`src/rtl/byte_pattern_search_top_macros.svh`:
```
// ----------------------------------------------------------------------------
// Byte pattern search assertion macros
// Shared concurrent assertion forms, clocked on clk, disabled during reset.
// ----------------------------------------------------------------------------
`ifndef BYTE_PATTERN_SEARCH_TOP_MACROS_SVH
`define BYTE_PATTERN_SEARCH_TOP_MACROS_SVH

// expression holds at every clock edge outside reset
`define BPS_ASSERT_ALWAYS(lbl, expr, msg) \
  lbl: assert property (@(posedge clk) disable iff (!rst_n) (expr)) else $error(msg);

// antecedent at an edge implies consequent at the next edge
`define BPS_ASSERT_NEXT(lbl, ante, cons, msg) \
  lbl: assert property (@(posedge clk) disable iff (!rst_n) (ante) |=> (cons)) \
    else $error(msg);

`endif

```
`src/rtl/bps_pkg.sv`:
```
`timescale 1ns / 1ps
`default_nettype none
// ----------------------------------------------------------------------------
// Byte pattern search package
// Field widths, configuration register indexes and the result record.
// ----------------------------------------------------------------------------
package bps_pkg;

  localparam int BYTE_W     = 8;
  localparam int LEN_W      = 4;
  localparam int OFFSET_W   = 16;
  localparam int PATTERN_W  = 64;
  localparam int CFG_IDX_W  = 2;
  localparam int CFG_DATA_W = 64;

  localparam logic [CFG_IDX_W-1:0] CFG_PATTERN_BYTES  = 2'd0;
  localparam logic [CFG_IDX_W-1:0] CFG_PATTERN_LENGTH = 2'd1;
  localparam logic [CFG_IDX_W-1:0] CFG_SEARCH_FORWARD = 2'd2;

  typedef struct packed {
    logic                found;
    logic [OFFSET_W-1:0] match_offset;
    logic                too_long;
  } result_t;

endpackage
`default_nettype wire

```
`src/rtl/byte_pattern_search_top.sv`:
```
// The marked byte is registered in the input stage; its result is then queued as valid.
// Throughput: one byte per cycle while in_stall is low; the window compare is combinational.
// Results leave through a two-entry queue, so bytes keep flowing while one waits.
// Reset (synchronous, active low) clears the search state and the result queue,
// and returns the registers to pattern 0, length 1, forward search.
`timescale 1ns / 1ps
`default_nettype none
`include "byte_pattern_search_top_macros.svh"
// ----------------------------------------------------------------------------
// Byte pattern search top level
// Streams a buffer byte by byte and reports the first or last match offset.
// ----------------------------------------------------------------------------
module byte_pattern_search_top #(
  parameter int MAX_PATTERN = 8,
  parameter int MAX_LENGTH  = 65536
) (
  input  wire logic                              clk,
  input  wire logic                              rst_n,
  // byte input
  input  wire logic                              in_valid,
  output logic                                   in_stall,
  input  wire logic [bps_pkg::BYTE_W-1:0]        in_data_byte,
  input  wire logic                              in_last_byte,
  // result output
  output logic                                   out_valid,
  input  wire logic                              out_stall,
  output logic                                   out_found,
  output logic [bps_pkg::OFFSET_W-1:0]           out_match_offset,
  output logic                                   out_too_long,
  // register writes
  input  wire logic                              cfg_valid,
  output logic                                   cfg_ready,
  input  wire logic [bps_pkg::CFG_IDX_W-1:0]     cfg_index,
  input  wire logic [bps_pkg::CFG_DATA_W-1:0]    cfg_data
);

  localparam int BW     = bps_pkg::BYTE_W;
  localparam int LW     = bps_pkg::LEN_W;
  localparam int OW     = bps_pkg::OFFSET_W;
  localparam int WIN_W  = BW * MAX_PATTERN;
  localparam int SEEN_W = $clog2(MAX_LENGTH + 2);

  // configuration registers
  logic [bps_pkg::PATTERN_W-1:0] pattern_r;
  logic [LW-1:0]                 length_r;
  logic                          forward_r;

  // input stage
  logic          vld_r;
  logic [BW-1:0] byte_r;
  logic          last_r;

  // search state
  logic [WIN_W-1:0]  win_r,    win_nxt;
  logic [SEEN_W-1:0] seen_r,   seen_nxt;
  logic              mseen_r,  mseen_nxt;
  logic [OW-1:0]     mstart_r, mstart_nxt;

  logic [LW-1:0]     used_len;
  logic [SEEN_W-1:0] seen_inc;
  logic [SEEN_W-1:0] start_pos;
  logic [WIN_W-1:0]  win_shift;
  logic              hit;

  // result queue
  bps_pkg::result_t q_r [2];
  bps_pkg::result_t result;
  logic             wr_ptr_r;
  logic             rd_ptr_r;
  logic [1:0]       count_r;
  logic [2:0]       occupancy;
  logic             push;
  logic             pop;
  logic             in_xfer;

  assign cfg_ready = 1'b1;

  always_ff @(posedge clk) begin
    if (!rst_n) begin
      pattern_r <= '0;
      length_r  <= LW'(1);
      forward_r <= 1'b1;
    end else if (cfg_valid && cfg_ready) begin
      case (cfg_index)
        bps_pkg::CFG_PATTERN_BYTES:  pattern_r <= cfg_data;
        bps_pkg::CFG_PATTERN_LENGTH: length_r  <= cfg_data[LW-1:0];
        bps_pkg::CFG_SEARCH_FORWARD: forward_r <= cfg_data[0];
        default: ;
      endcase
    end
  end

  // clamp the length into 1..MAX_PATTERN
  always_comb begin
    used_len = length_r;
    if (length_r == '0) begin
      used_len = LW'(1);
    end else if (length_r > LW'(MAX_PATTERN)) begin
      used_len = LW'(MAX_PATTERN);
    end
  end

  assign in_xfer = in_valid && !in_stall;

  always_ff @(posedge clk) begin
    if (!rst_n) begin
      vld_r <= 1'b0;
    end else begin
      vld_r <= in_xfer;
    end
  end

  always_ff @(posedge clk) begin
    if (in_xfer) begin
      byte_r <= in_data_byte;
      last_r <= in_last_byte;
    end
  end

  assign win_shift = (win_r << BW) | WIN_W'(byte_r);
  assign seen_inc  = seen_r + SEEN_W'(1);
  assign start_pos = seen_inc - SEEN_W'(used_len);

  bps_match #(
    .MAX_PATTERN (MAX_PATTERN)
  ) u_match (
    .window  (win_shift),
    .pattern (pattern_r[WIN_W-1:0]),
    .len     (used_len),
    .hit     (hit)
  );

  always_comb begin
    win_nxt    = win_r;
    seen_nxt   = seen_r;
    mseen_nxt  = mseen_r;
    mstart_nxt = mstart_r;
    if (seen_r < SEEN_W'(MAX_LENGTH)) begin
      win_nxt  = win_shift;
      seen_nxt = seen_inc;
      if (seen_inc >= SEEN_W'(used_len) && hit && (!forward_r || !mseen_r)) begin
        mstart_nxt = OW'(start_pos);
        mseen_nxt  = 1'b1;
      end
    end else begin
      // drop bytes past the limit and mark the buffer truncated
      seen_nxt = SEEN_W'(MAX_LENGTH + 1);
    end
  end

  always_comb begin
    result.found        = mseen_nxt;
    result.match_offset = mseen_nxt ? mstart_nxt : '0;
    result.too_long     = seen_nxt > SEEN_W'(MAX_LENGTH);
  end

  always_ff @(posedge clk) begin
    if (!rst_n) begin
      seen_r   <= '0;
      mseen_r  <= 1'b0;
      mstart_r <= '0;
    end else if (vld_r) begin
      if (last_r) begin
        seen_r   <= '0;
        mseen_r  <= 1'b0;
        mstart_r <= '0;
      end else begin
        seen_r   <= seen_nxt;
        mseen_r  <= mseen_nxt;
        mstart_r <= mstart_nxt;
      end
    end
  end

  always_ff @(posedge clk) begin
    if (!rst_n) begin
      win_r <= '0;
    end else if (vld_r) begin
      win_r <= last_r ? '0 : win_nxt;
    end
  end

  assign push = vld_r && last_r;
  assign pop  = out_valid && !out_stall;

  // hold input while a byte taken now could find the queue full
  assign occupancy = {1'b0, count_r} + {2'b00, push} - {2'b00, pop};
  assign in_stall  = occupancy >= 3'd2;

  always_ff @(posedge clk) begin
    if (!rst_n) begin
      wr_ptr_r <= 1'b0;
      rd_ptr_r <= 1'b0;
      count_r  <= '0;
    end else begin
      if (push) begin
        wr_ptr_r <= !wr_ptr_r;
      end
      if (pop) begin
        rd_ptr_r <= !rd_ptr_r;
      end
      count_r <= occupancy[1:0];
    end
  end

  always_ff @(posedge clk) begin
    if (push) begin
      q_r[wr_ptr_r] <= result;
    end
  end

  assign out_valid        = count_r != 2'd0;
  assign out_found        = q_r[rd_ptr_r].found;
  assign out_match_offset = q_r[rd_ptr_r].match_offset;
  assign out_too_long     = q_r[rd_ptr_r].too_long;

  `BPS_ASSERT_ALWAYS(a_queue_bound, count_r <= 2'd2, "result queue beyond two entries")
  `BPS_ASSERT_ALWAYS(a_no_overflow, !push || occupancy <= 3'd2, "result pushed into full queue")
  `BPS_ASSERT_ALWAYS(a_offset_zero, !out_valid || out_found || out_match_offset == '0,
                     "offset nonzero without a match")
  `BPS_ASSERT_NEXT(a_clear_after, push, seen_r == '0 && !mseen_r, "search state not cleared")

endmodule
`default_nettype wire

```
`src/rtl/bps_match.sv`:
```
`timescale 1ns / 1ps
`default_nettype none
// ----------------------------------------------------------------------------
// Byte pattern search window compare
// Compares the newest bytes of the window against the pattern in parallel.
// ----------------------------------------------------------------------------
module bps_match #(
  parameter int MAX_PATTERN = 8
) (
  input  wire logic [8*MAX_PATTERN-1:0]  window,
  input  wire logic [8*MAX_PATTERN-1:0]  pattern,
  input  wire logic [bps_pkg::LEN_W-1:0] len,
  output logic                           hit
);

  localparam int BW = bps_pkg::BYTE_W;

  logic all_eq;

  // pattern byte i faces the window byte of age len-1-i
  always_comb begin
    hit    = 1'b0;
    all_eq = 1'b1;
    for (int l = 1; l <= MAX_PATTERN; l++) begin
      all_eq = 1'b1;
      for (int i = 0; i < l; i++) begin
        if (window[BW*(l-1-i) +: BW] != pattern[BW*i +: BW]) begin
          all_eq = 1'b0;
        end
      end
      if (len == bps_pkg::LEN_W'(l)) begin
        hit = all_eq;
      end
    end
  end

endmodule
`default_nettype wire
```
`config.mk`:
```
export PLATFORM = sky130hd
export DESIGN_NAME = byte_pattern_search_top
export DESIGN_NICKNAME = d
export VERILOG_FILES = /design/src/rtl/bps_pkg.sv /design/src/rtl/byte_pattern_search_top.sv /design/src/rtl/bps_match.sv
export VERILOG_INCLUDE_DIRS = /design/src /design/src/rtl
export SDC_FILE = /design/constraint.sdc
export NUM_CORES = 1
export LEC_CHECK = 0
export ABC_CLOCK_PERIOD_IN_PS = 4300
export BUFFER_PORTS_ARGS = -buffer_cell sky130_fd_sc_hd__buf_2
export CORE_MARGIN = 2
export CORE_UTILIZATION = 45
export DETAILED_ROUTE_END_ITERATION = 10
export GPL_TIMING_DRIVEN = 0
export PLACE_DENSITY = 0.63
export SETUP_SLACK_MARGIN = 0.4
export SLEW_MARGIN = 20
export SYNTH_ARGS = -nofsm -noshare
export SYNTH_HDL_FRONTEND = slang
export SYNTH_SLANG_ARGS = --single-unit
export TNS_END_PERCENT = 100
```
`constraint.sdc`:
```
create_clock -name clk -period 4.3 [get_ports clk]
set_clock_uncertainty 0.05 [all_clocks]
set_input_delay 0.645 -clock clk [delete_from_list [all_inputs] [get_ports clk]]
set_output_delay 0.645 -clock clk [all_outputs]
set_load 0.005 [all_outputs]
```
==> results of run 1 <==
[worst max-delay path, stage by stage, from the launching register on]
cell and delay (ps):
dfxtp_1 300, clkbuf_1 430, xor2_1 130, nor4_1 770, nand4_1 180, nor4_1 540, or4_1 290, o211ai_1 170
buf_4 220, buf_2 190, o21ai_0 370
[worst paths after layout]
kind | start | endpoint | slack [ps] | depth (start not counted)
setup / recovery | pattern_r[34]$_SDFFE_PN0P_ | q_r[1][3]$_DFFE_PP_ | 420 | 10
hold / removal | in_data_byte[3] | byte_r[3]$_DFFE_PP_ | 260 | 1
setup reg to reg | pattern_r[34]$_SDFFE_PN0P_ | q_r[1][3]$_DFFE_PP_ | 420 | 10
hold reg to reg | pattern_r[59]$_SDFFE_PN0P_ | pattern_r[59]$_SDFFE_PN0P_ | 430 | 2
[power groups by stage]
stage               Clock [mW]  Combinational, mW  Sequential (mW)
floorplan                    0               1.10             2.22
global placement             0               1.63             2.23
detailed placement           0               1.64             2.24
CTS                       2.02               1.65             2.19
global route              2.09               1.81             2.20
finish                    1.99               1.69             2.19
[routing by layer]
metal  vias to the layer above  wire length [um]  global-route usage (%)
li1                       5057                 -                       -
met1                      5119             19800                    42.7
met2                       521             17100                    41.5
met3                        84              4130                    7.01
met4                         2              1220                    8.40
met5                         -                10                       0
[flip-flops by register name, summed over array words and instances (netlist names), 2 cells and up, named ones only]
register and flops:
length_r 4, mstart_r 16, count_r 2, byte_r 8
q_r 36, pattern_r 64, seen_r 17, win_r 56
[kinds of logic after synthesis]
family	share of synthesized area, %
compound gates	11.2
other cells	0.0300
simple gates	19.8
flops	37.3
mux	2.18
xor+xnor	22.2
buf+inv	6.12
fa+ha+maj	1.12
[cells in the final DEF, fill, tap and decap left out, types with 45 or more instances in the layout]
cell type	instances
a21boi_0	65
a22oi_1	61
buf_2	163
clkbuf_1	85
dfxtp_1	165
edfxtp_1	45
nand2_1	159
nor2b_1	67
nor4_1	58
xnor2_1	129
xor2_1	187
[final cells by class]
cell class / count / area share, %
well taps: 372 / 3.27
plain buffers: 163 / 5.06
inverters: 12 / 0.316
clock inverters: 10 / 0.755
clock buffers: 31 / 4.60
repair buffers: 99 / 3.55
flip-flops and latches: 210 / 32.7
multi-input cells: 1020 / 49.8
[timing repair]
item	4_1_cts	5_1_grt
endpoints found under the setup margin	0	48
hold endpoints to repair	0	0
hold buffers	0	0
resized for setup	0	6
==> metrics.md, run 1 <==
| Metric | Value |
|---|---|
| Status | `complete, no violations` |
| Gpl congestion | `1.05` |
| Startpoint types | `flop` |
| Nets | `1619` |
| Yosys cell types | `57` |
| # setup viols final | `0` |
| CTS HTree Levels | `1` |
| Internal | `3.95 mW` |
| DRC | `0` |
| Die W | `171 um` |
| Utilization after layout | `52.6%` |
| Post CTS Setup Buffer Count | `0` |
| Clock Latency Late Sink | `510 ps` |
| Leak | `5.84 nW` |
| Multi-input logic area | `7090 um2` |
| Type of the worst min-delay path | `in -> reg` |
| Largest net degree at the start of global routing | `19` |
| WL final | `42.2 mm` |
| # rows | `60` |
| Yosys reg bits | `210` |
| Switch share | `32.8%` |
| IO Pins | `101` |
| Sequential share of power | `37.4%` |
| Placed Instance Area | `13500 um2` |
| Clk pin slew, worst setup/hold paths | `60 ps` |
| DP Worst Slack | `488 ps` |
| Setup_tns | `0 ps` |
| Fraction of layout cells with a size suffix above 1 | `15.5%` |
| Max Cap Viol | `0` |
| Port bufs | `98` |
| Register Area | `4650 um2` |
| Deepest clock path buffer count | `3` |
| Post-synthesis sequential area ratio | `37.3%` |
| Min Hold Slack | `258 ps` |
| Crit-path max FO | `10` |
| Peak supply drop | `0.000319 V` |
| Pre-Repair DR Iteration Count | `5` |
| Switch Pwr | `1.93 mW` |
| Total power | `5.87 mW` |
| Vias in the first global route | `10100` |
| Area leader, netlist | `dfxtp_1` |
| CP required | `4520 ps` |
| Post-DR vias/cell | `5.62` |
| Initial antenna violation count | `1` |
| Full die area | `29100 um2` |
| Design Area, Final | `14200 um2` |
| Post-synth top cells | `xor2_1 (188), dfxtp_1 (165), nand2_1 (159), xnor2_1 (129), clkbuf_1 (83)` |
| Top post-synthesis cells by area | `dfxtp_1 (26%), xor2_1 (13%), edfxtp_1 (11%)` |
| Critical path arrival | `4110 ps` |
| Pwr Density | `412 nW/um2` |
| Clock share of power | `33.9%` |
| Post-Syn Nets | `1495` |
| Warnings from Yosys | `0` |
| CTS tree | `built` |
| CTS root buf | `clkbuf_16` |
| CTS sink cnt | `210` |
| First-pass GRT wire length | `62.8 mm` |
| Post-synth EDFFs | `45` |
| WS Path Type | `reg -> reg` |
| Share of the synthesized area in the top cell type | `26.4%` |
| Part of the power in combinational logic | `28.7%` |
| Fin crit share | `90.3%` |
| Core ar. | `27100 um2` |
| Area growth syn-to-layout | `14.0%` |
| Slew @ Worst Pin | `913 ps` |
| CP Capture Type | `flop` |
| Total number of vias | `10800` |
| Placed cells | `1876` |
| Syn Std Cell Area | `12500 um2` |
| Period minus WS final | `3880 ps` |
| Iter 0 DRT Violations | `1137` |
| Synthesized instance count | `1405` |
| Most numerous cell in the Yosys netlist | `xor2_1` |
| Final Slew Violations | `0` |
| PnR worst setup slack | `416 ps` |
| Finished Layout Cells | `1917` |
| Most used DFF post-synth | `dfxtp_1` |
| Relative slew slack | `38.6%` |
| Ant diodes | `0` |
| Fmax | `257 MHz` |
| Num CTS Buffers | `23` |
| Post-synth ARST share | `0%` |
| Hold Vio Cnt, Final | `0` |
| Detail Route Antenna Nets | `0` |
| Hpwl dp | `30.8 mm` |
| GRT overflow | `0` |
| Total Routing Usage GR | `28.9%` |
| RSZ-0062 raised after global routing | `false` |
| Initial Util | `46.1%` |
| Wire length per cell | `22.0 um` |
| Fillers | `2586` |
| Syn_area_per_cell | `8.89 um2` |
| Die Ht | `171 um` |
No activity file was read; power rests on OpenSTA's default activity.
==> inputs of run 2 (changes only) <==
--- a/config.mk
+++ b/config.mk
@@ -9,10 +9,10 @@
 export ABC_CLOCK_PERIOD_IN_PS = 4300
 export BUFFER_PORTS_ARGS = -buffer_cell sky130_fd_sc_hd__buf_2
 export CORE_MARGIN = 2
-export CORE_UTILIZATION = 45
+export CORE_UTILIZATION = 49
 export DETAILED_ROUTE_END_ITERATION = 10
 export GPL_TIMING_DRIVEN = 0
-export PLACE_DENSITY = 0.63
+export PLACE_DENSITY = 0.67
 export SETUP_SLACK_MARGIN = 0.4
 export SLEW_MARGIN = 20
 export SYNTH_ARGS = -nofsm -noshare
==> run 2 against run 1 <==
Against the previous run: hold slack got worse by 24 ps; sequential power about the same; core utilization increased by 4.2 points; global-route usage up 3.8 points; critical path type unchanged; register-to-register slack gained 110 ps; non-clock buffer count stayed put.
==> metrics.md, run 2 (synthesized netlist as in run 1, its figures left out) <==
| Metric | Value |
|---|---|
| CTS HTree Levels | `1 (unchanged)` |
| Switch share | `32.9% (+0.11 points)` |
| Iter 0 DRT Violations | `1213 (+6.7%)` |
| Die W | `164 um (-4.1%)` |
| Num CTS Buffers | `24 (+4.3%)` |
| Period minus WS final | `3780 ps (-108 ps)` |
| Biggest regs | `pattern_r (64), win_r (56), q_r (36)` |
| Leak | `5.86 nW (+0.26%)` |
| CP required | `4480 ps (-40 ps)` |
| First-pass GRT wire length | `64.5 mm (+2.8%)` |
| Most frequent cells in the layout | `xor2_1 (187), dfxtp_1 (165), buf_2 (163), nand2_1 (159), xnor2_1 (129)` |
| Total power | `6.06 mW (+3.2%)` |
| Initial Util | `49.7% (+3.7 points)` |
| Status | `complete, no violations` |
| Hold Path Depth | `1 (unchanged)` |
| Setup_tns | `0 ps (unchanged)` |
| Clock share of power | `35.6% (+1.7 points)` |
| Worst r2r path cells | `11 (+1)` |
| Vias in the first global route | `10200 (+0.69%)` |
| RSZ-0062 raised after global routing | `false` |
| PnR worst setup slack | `524 ps (+108 ps)` |
| CP Capture Type | `flop` |
| CTS tree | `built` |
| Core ar. | `25100 um2 (-7.3%)` |
| Pwr Density | `425 nW/um2 (+3.1%)` |
| Clock Latency Late Sink | `540 ps (+30 ps)` |
| Deepest clock path buffer count | `3 (unchanged)` |
| Peak supply drop | `0.000346 V (+8.3%)` |
| DP Worst Slack | `502 ps (+14.5 ps)` |
| Hold Crit Start | `in_data_byte[7]` |
| Gpl congestion | `1.00 (-4.6%)` |
| WS Path Type | `reg -> reg` |
| Slew @ Worst Pin | `956 ps (+43.3 ps)` |
| CTS root buf | `clkbuf_16` |
| CP Launch Point | `win_r[33]$_SDFFE_PN0P_` |
| Type of the worst min-delay path | `in -> reg` |
| WL final | `43.6 mm (+3.3%)` |
| Most flop-heavy register | `pattern_r` |
| Hpwl dp | `31.7 mm (+2.9%)` |
| Post-DR vias/cell | `5.85 (+3.9%)` |
| Internal | `4.06 mW (+3.0%)` |
| GRT overflow | `0 (unchanged)` |
| Switch Pwr | `1.99 mW (+3.5%)` |
| Sequential share of power | `36.3% (-1.1 points)` |
| # rows | `58 (-3.3%)` |
| Nets | `1620 (+0.062%)` |
| Relative slew slack | `36.3% (-2.3 points)` |
| Detail Route Antenna Nets | `0 (unchanged)` |
| CTS sink cnt | `210 (unchanged)` |
| Port bufs | `98 (unchanged)` |
| Initial antenna violation count | `4 (+3)` |
| Hold Vio Cnt, Final | `0 (unchanged)` |
| Fmax | `265 MHz (+2.9%)` |
| Die Ht | `164 um (-4.1%)` |
| Min Hold Slack | `234 ps (-23.9 ps)` |
| Area growth syn-to-layout | `14.1% (about the same)` |
| Fraction of layout cells with a size suffix above 1 | `15.3% (-0.22 points)` |
| Largest net degree at the start of global routing | `19 (unchanged)` |
| # setup viols final | `0 (unchanged)` |
| Total Routing Usage GR | `32.7% (+3.8 points)` |
| Part of the power in combinational logic | `28.1% (-0.6 points)` |
| Pre-Repair DR Iteration Count | `5 (unchanged)` |
| Total number of vias | `11000 (+1.9%)` |
| Final Slew Violations | `0 (unchanged)` |
| Fin crit share | `87.8% (-2.5 points)` |
| IO Pins | `101 (unchanged)` |
| Critical path arrival | `3960 ps (-150 ps)` |
| Startpoint types | `flop` |
| Reg2reg start | `win_r[33]$_SDFFE_PN0P_` |
| Crit-path max FO | `10 (unchanged)` |
| Max Cap Viol | `0 (unchanged)` |
| Number of flip-flops in the largest register | `64 (unchanged)` |
| Clk pin slew, worst setup/hold paths | `60 ps (about the same)` |
| Full die area | `26800 um2 (-8.0%)` |
| Most common cell after layout, fill and taps aside | `xor2_1` |
| DRC | `0 (unchanged)` |
| Wire length per cell | `23.2 um (+5.4%)` |
| Post CTS Setup Buffer Count | `0 (unchanged)` |
[run 2: changes by cell type in the layout (fill, tap and decap cells not counted), moves of 2 or more]
| cell | change |
|---|---|
| bufinv_16 | +2 |
| clkbuf_16 | +2 |
| clkinv_1 | +3 |
| clkbuf_1 | +3 |
| clkbuf_8 | -5 |
| clkinv_2 | -3 |
[run 2: layout make-up]
cell class	instances	area, um2
fillers	2363	10900
multi-input cells	1020	7090
flip-flops and latches	210	4650
plain buffers	163	719
clock buffers	30	644
repair buffers	99	502
well taps	330	413
clock inverters	14	185
inverters	12	45.0
diodes	1	2.50
[run 2: worst paths after layout]
kind / slack (ps) / end
max: 520 / q_r[0][3]$_DFFE_PP_
min: 230 / byte_r[7]$_DFFE_PP_
max reg2reg: 520 / q_r[0][3]$_DFFE_PP_
min reg2reg: 440 / pattern_r[63]$_SDFFE_PN0P_
[run 2: worst max-delay path: stages (launching register included)]
cell and delay, ps:
dfxtp_1 300, clkbuf_1 520, xor2_1 140, nor4_1 630, nand4_1 180, nor4_1 540
or4_1 290, o211ai_1 160, buf_4 210, buf_2 200, nand3_1 110, o21ai_0 150
[run 2: power groups by stage]
stage	clock, mW	combinational, mW	sequential (mW)
finish	2.16	1.70	2.20
detailed placement	0	1.65	2.24
global placement	0	1.64	2.24
floorplan	0	1.10	2.22
global route	2.27	1.82	2.21
CTS	2.18	1.65	2.20
[run 2: routing by layer]
layer	vias to the layer above	routed length (um)	global-route usage, %
li1	5067	-	-
met1	5184	19300	47.6
met2	626	17800	47.1
met3	103	4960	8.18
met4	4	1460	10.5
met5	-	26	0
[run 2: what timing repair did]
| action | 4_1_cts | 5_1_grt |
|---|---|---|
| gates resized for setup | 0 | 4 |
| hold buffers | 0 | 0 |
| endpoints found under the setup margin | 0 | 34 |
[run 2: metrics by stage]
stage | utilization, % | cells | instance area [um2]
floorplan | - | 1405 | 12500
global placement | 53.3 | 1833 | 13400
detailed placement | 53.4 | 1834 | 13400
CTS | 56.7 | 1878 | 14200
global route | 56.8 | 1878 | 14300
finish | 56.8 | 1879 | 14300
==> inputs of run 3 (changes only) <==
--- a/config.mk
+++ b/config.mk
@@ -8,11 +8,13 @@
 export LEC_CHECK = 0
 export ABC_CLOCK_PERIOD_IN_PS = 4300
 export BUFFER_PORTS_ARGS = -buffer_cell sky130_fd_sc_hd__buf_2
+export CELL_PAD_IN_SITES_DETAIL_PLACEMENT = 1
+export CELL_PAD_IN_SITES_GLOBAL_PLACEMENT = 2
 export CORE_MARGIN = 2
-export CORE_UTILIZATION = 49
+export CORE_UTILIZATION = 38
 export DETAILED_ROUTE_END_ITERATION = 10
 export GPL_TIMING_DRIVEN = 0
-export PLACE_DENSITY = 0.67
+export PLACE_DENSITY = 0.81
 export SETUP_SLACK_MARGIN = 0.4
 export SLEW_MARGIN = 20
 export SYNTH_ARGS = -nofsm -noshare
==> run 3 against run 2 <==
Against the previous run: global-route usage is 4.5 points lower; hold slack worse by 2.7 ps; maximum frequency rose by 1.5%; sequential power about the same; critical path type unchanged.
==> metrics.md, run 3 (synthesized netlist as in run 1, its figures left out) <==
| Metric | Value |
|---|---|
| Pre-Repair DR Iteration Count | `5 (unchanged)` |
| Fraction of layout cells with a size suffix above 1 | `15.7% (+0.40 points)` |
| Slew @ Worst Pin | `867 ps (-89.5 ps)` |
| Period minus WS final | `3720 ps (-57.3 ps)` |
| Core ar. | `32500 um2 (+29%)` |
| Total power | `5.93 mW (-2.1%)` |
| # rows | `66 (+14%)` |
| Leak | `5.83 nW (-0.48%)` |
| Min Hold Slack | `231 ps (-2.75 ps)` |
| Post CTS Setup Buffer Count | `0 (unchanged)` |
| Fmax | `269 MHz (+1.5%)` |
| Gpl congestion | `0.970 (-3.1%)` |
| Num CTS Buffers | `24 (unchanged)` |
| Detail Route Antenna Nets | `0 (unchanged)` |
| Total Routing Usage GR | `28.2% (-4.5 points)` |
| Switch share | `34.5% (+1.6 points)` |
| Most common cell after layout, fill and taps aside | `xor2_1` |
| Vias in the first global route | `11000 (+8.1%)` |
| Iter 0 DRT Violations | `880 (-27%)` |
| Clock Latency Late Sink | `540 ps (about the same)` |
| Relative slew slack | `42.2% (+6.0 points)` |
| Post-DR vias/cell | `5.53 (-5.4%)` |
| First-pass GRT wire length | `71.2 mm (+10%)` |
| Type of the worst min-delay path | `in -> reg` |
| Biggest regs | `pattern_r (64), win_r (56), q_r (36)` |
| Critical path arrival | `3970 ps (about the same)` |
| Deepest clock path buffer count | `3 (unchanged)` |
| Ant diodes | `0 (-1)` |
| CTS Hold Buffers Added | `0 (unchanged)` |
| CP required | `4550 ps (+70 ps)` |
| DRC | `0 (unchanged)` |
| Die Ht | `185 um (+13%)` |
| RSZ-0062 raised after global routing | `false` |
| Hpwl dp | `35.8 mm (+13%)` |
| Area growth syn-to-layout | `14.7%` |
| Worst r2r path cells | `14 (+3)` |
| Wire length per cell | `24.3 um (+4.9%)` |
| Fin crit share | `86.5% (-1.3 points)` |
| Status | `complete, no violations` |
| CTS tree | `built` |
| Most frequent cells in the layout | `xor2_1 (187), dfxtp_1 (164), buf_2 (163), nand2_1 (159), xnor2_1 (129)` |
| Part of the power in combinational logic | `29.3% (+1.2 points)` |
| Die W | `185 um (+13%)` |
| Largest net degree at the start of global routing | `19 (unchanged)` |
| Max Cap Viol | `0 (unchanged)` |
| Clock share of power | `33.6% (-2.0 points)` |
| Setup_tns | `0 ps (unchanged)` |
| # setup viols final | `0 (unchanged)` |
| Port bufs | `98 (unchanged)` |
| CTS sink cnt | `210 (unchanged)` |
| Fillers | `3824 (+62%)` |
| Full die area | `34300 um2 (+28%)` |
| WL final | `48.4 mm (+11%)` |
| IO Pins | `101 (unchanged)` |
| Most flop-heavy register | `pattern_r` |
| Crit-path max FO | `10 (unchanged)` |
| Pwr Density | `414 nW/um2 (-2.6%)` |
| Total number of vias | `11000 (+0.15%)` |
| Internal | `3.88 mW (-4.5%)` |
| WS Path Type | `reg -> reg` |
| Sequential share of power | `37.1% (+0.8 points)` |
| Final Slew Violations | `0 (unchanged)` |
| Switch Pwr | `2.05 mW (+2.8%)` |
| Initial antenna violation count | `2 (-2)` |
| Nets | `1620 (unchanged)` |
| GRT overflow | `0 (unchanged)` |
| CTS root buf | `clkbuf_16` |
| Hold Path Depth | `1 (unchanged)` |
| Clk pin slew, worst setup/hold paths | `60 ps (about the same)` |
| CP Capture Type | `flop` |
| CTS HTree Levels | `1 (unchanged)` |
| Hold Vio Cnt, Final | `0 (unchanged)` |
| Peak supply drop | `0.000401 V (+16%)` |
| Initial Util | `38.5% (-11 points)` |
| Startpoint types | `flop` |
| Number of flip-flops in the largest register | `64 (unchanged)` |
[run 3: area by class of cell]
| type | instances | area (um2) | area share (%) |
|---|---|---|---|
| sequential | 210 | 4660 | 32.5 |
| tap | 442 | 553 | 3.86 |
| clock buffer | 30 | 643 | 4.49 |
| multi-input combinational | 1020 | 7100 | 49.5 |
| inverter | 12 | 45.0 | 0.314 |
| clock inverter | 13 | 114 | 0.794 |
| timing repair buffer | 99 | 505 | 3.53 |
| buffer | 163 | 721 | 5.03 |
[run 3: repair_timing]
item | in CTS | in global routing
endpoints found under the setup margin | 32 | 35
resized for setup | 2 | 5
pin swaps | 0 | 0
[run 3: stage by stage]
stage / worst slack, ps / utilization [%] / instances / cell area (um2)
after detailed placement: 313 / 41.8 / 1946 / 13600
after floorplan: 1240 / - / 1405 / 12500
final: 582 / 44.2 / 1989 / 14300
after global routing: 410 / 44.2 / 1989 / 14300
after CTS: 446 / 44.1 / 1989 / 14300
after global placement: 384 / 41.7 / 1945 / 13500
[run 3: final timing paths]
kind,from,endpoint,slack [ps]
worst min register to register,pattern_r[60]$_SDFFE_PN0P_,pattern_r[60]$_SDFFE_PN0P_,440
worst max-delay path,length_r[2]$_SDFFE_PN0P_,q_r[1][7]$_DFFE_PP_,580
worst min-delay path,in_data_byte[6],byte_r[6]$_DFFE_PP_,230
worst max register to register,length_r[2]$_SDFFE_PN0P_,q_r[1][7]$_DFFE_PP_,580
[run 3: critical path: stages (launching register included)]
cell	delay (ps)
dfxtp_1	290
buf_2	180
o21ba_2	320
nor2_2	270
ha_1	260
nor2b_1	80
o31a_1	270
nor3_2	300
and3_2	310
nand4_1	140
o211ai_1	190
buf_4	240
buf_2	260
nand3_1	100
o21ai_0	200
[run 3: layer usage]
layer | track usage, % | wire length, um | vias up
met5 | 0 | 0 | -
met4 | 7.81 | 1290 | 0
met3 | 5.09 | 3610 | 86
met2 | 42.1 | 20300 | 426
met1 | 41.3 | 23200 | 5429
li1 | - | - | 5059
[run 3: power by group through the flow]
stage                     Sequential, mW  Clock, mW  Combinational (mW)
after floorplan                     2.22          0                1.10
after global placement              2.23          0                1.67
after detailed placement            2.24          0                1.70
after CTS                           2.20       2.03                1.71
after global routing                2.21       2.13                1.87
final                               2.20       1.99                1.74
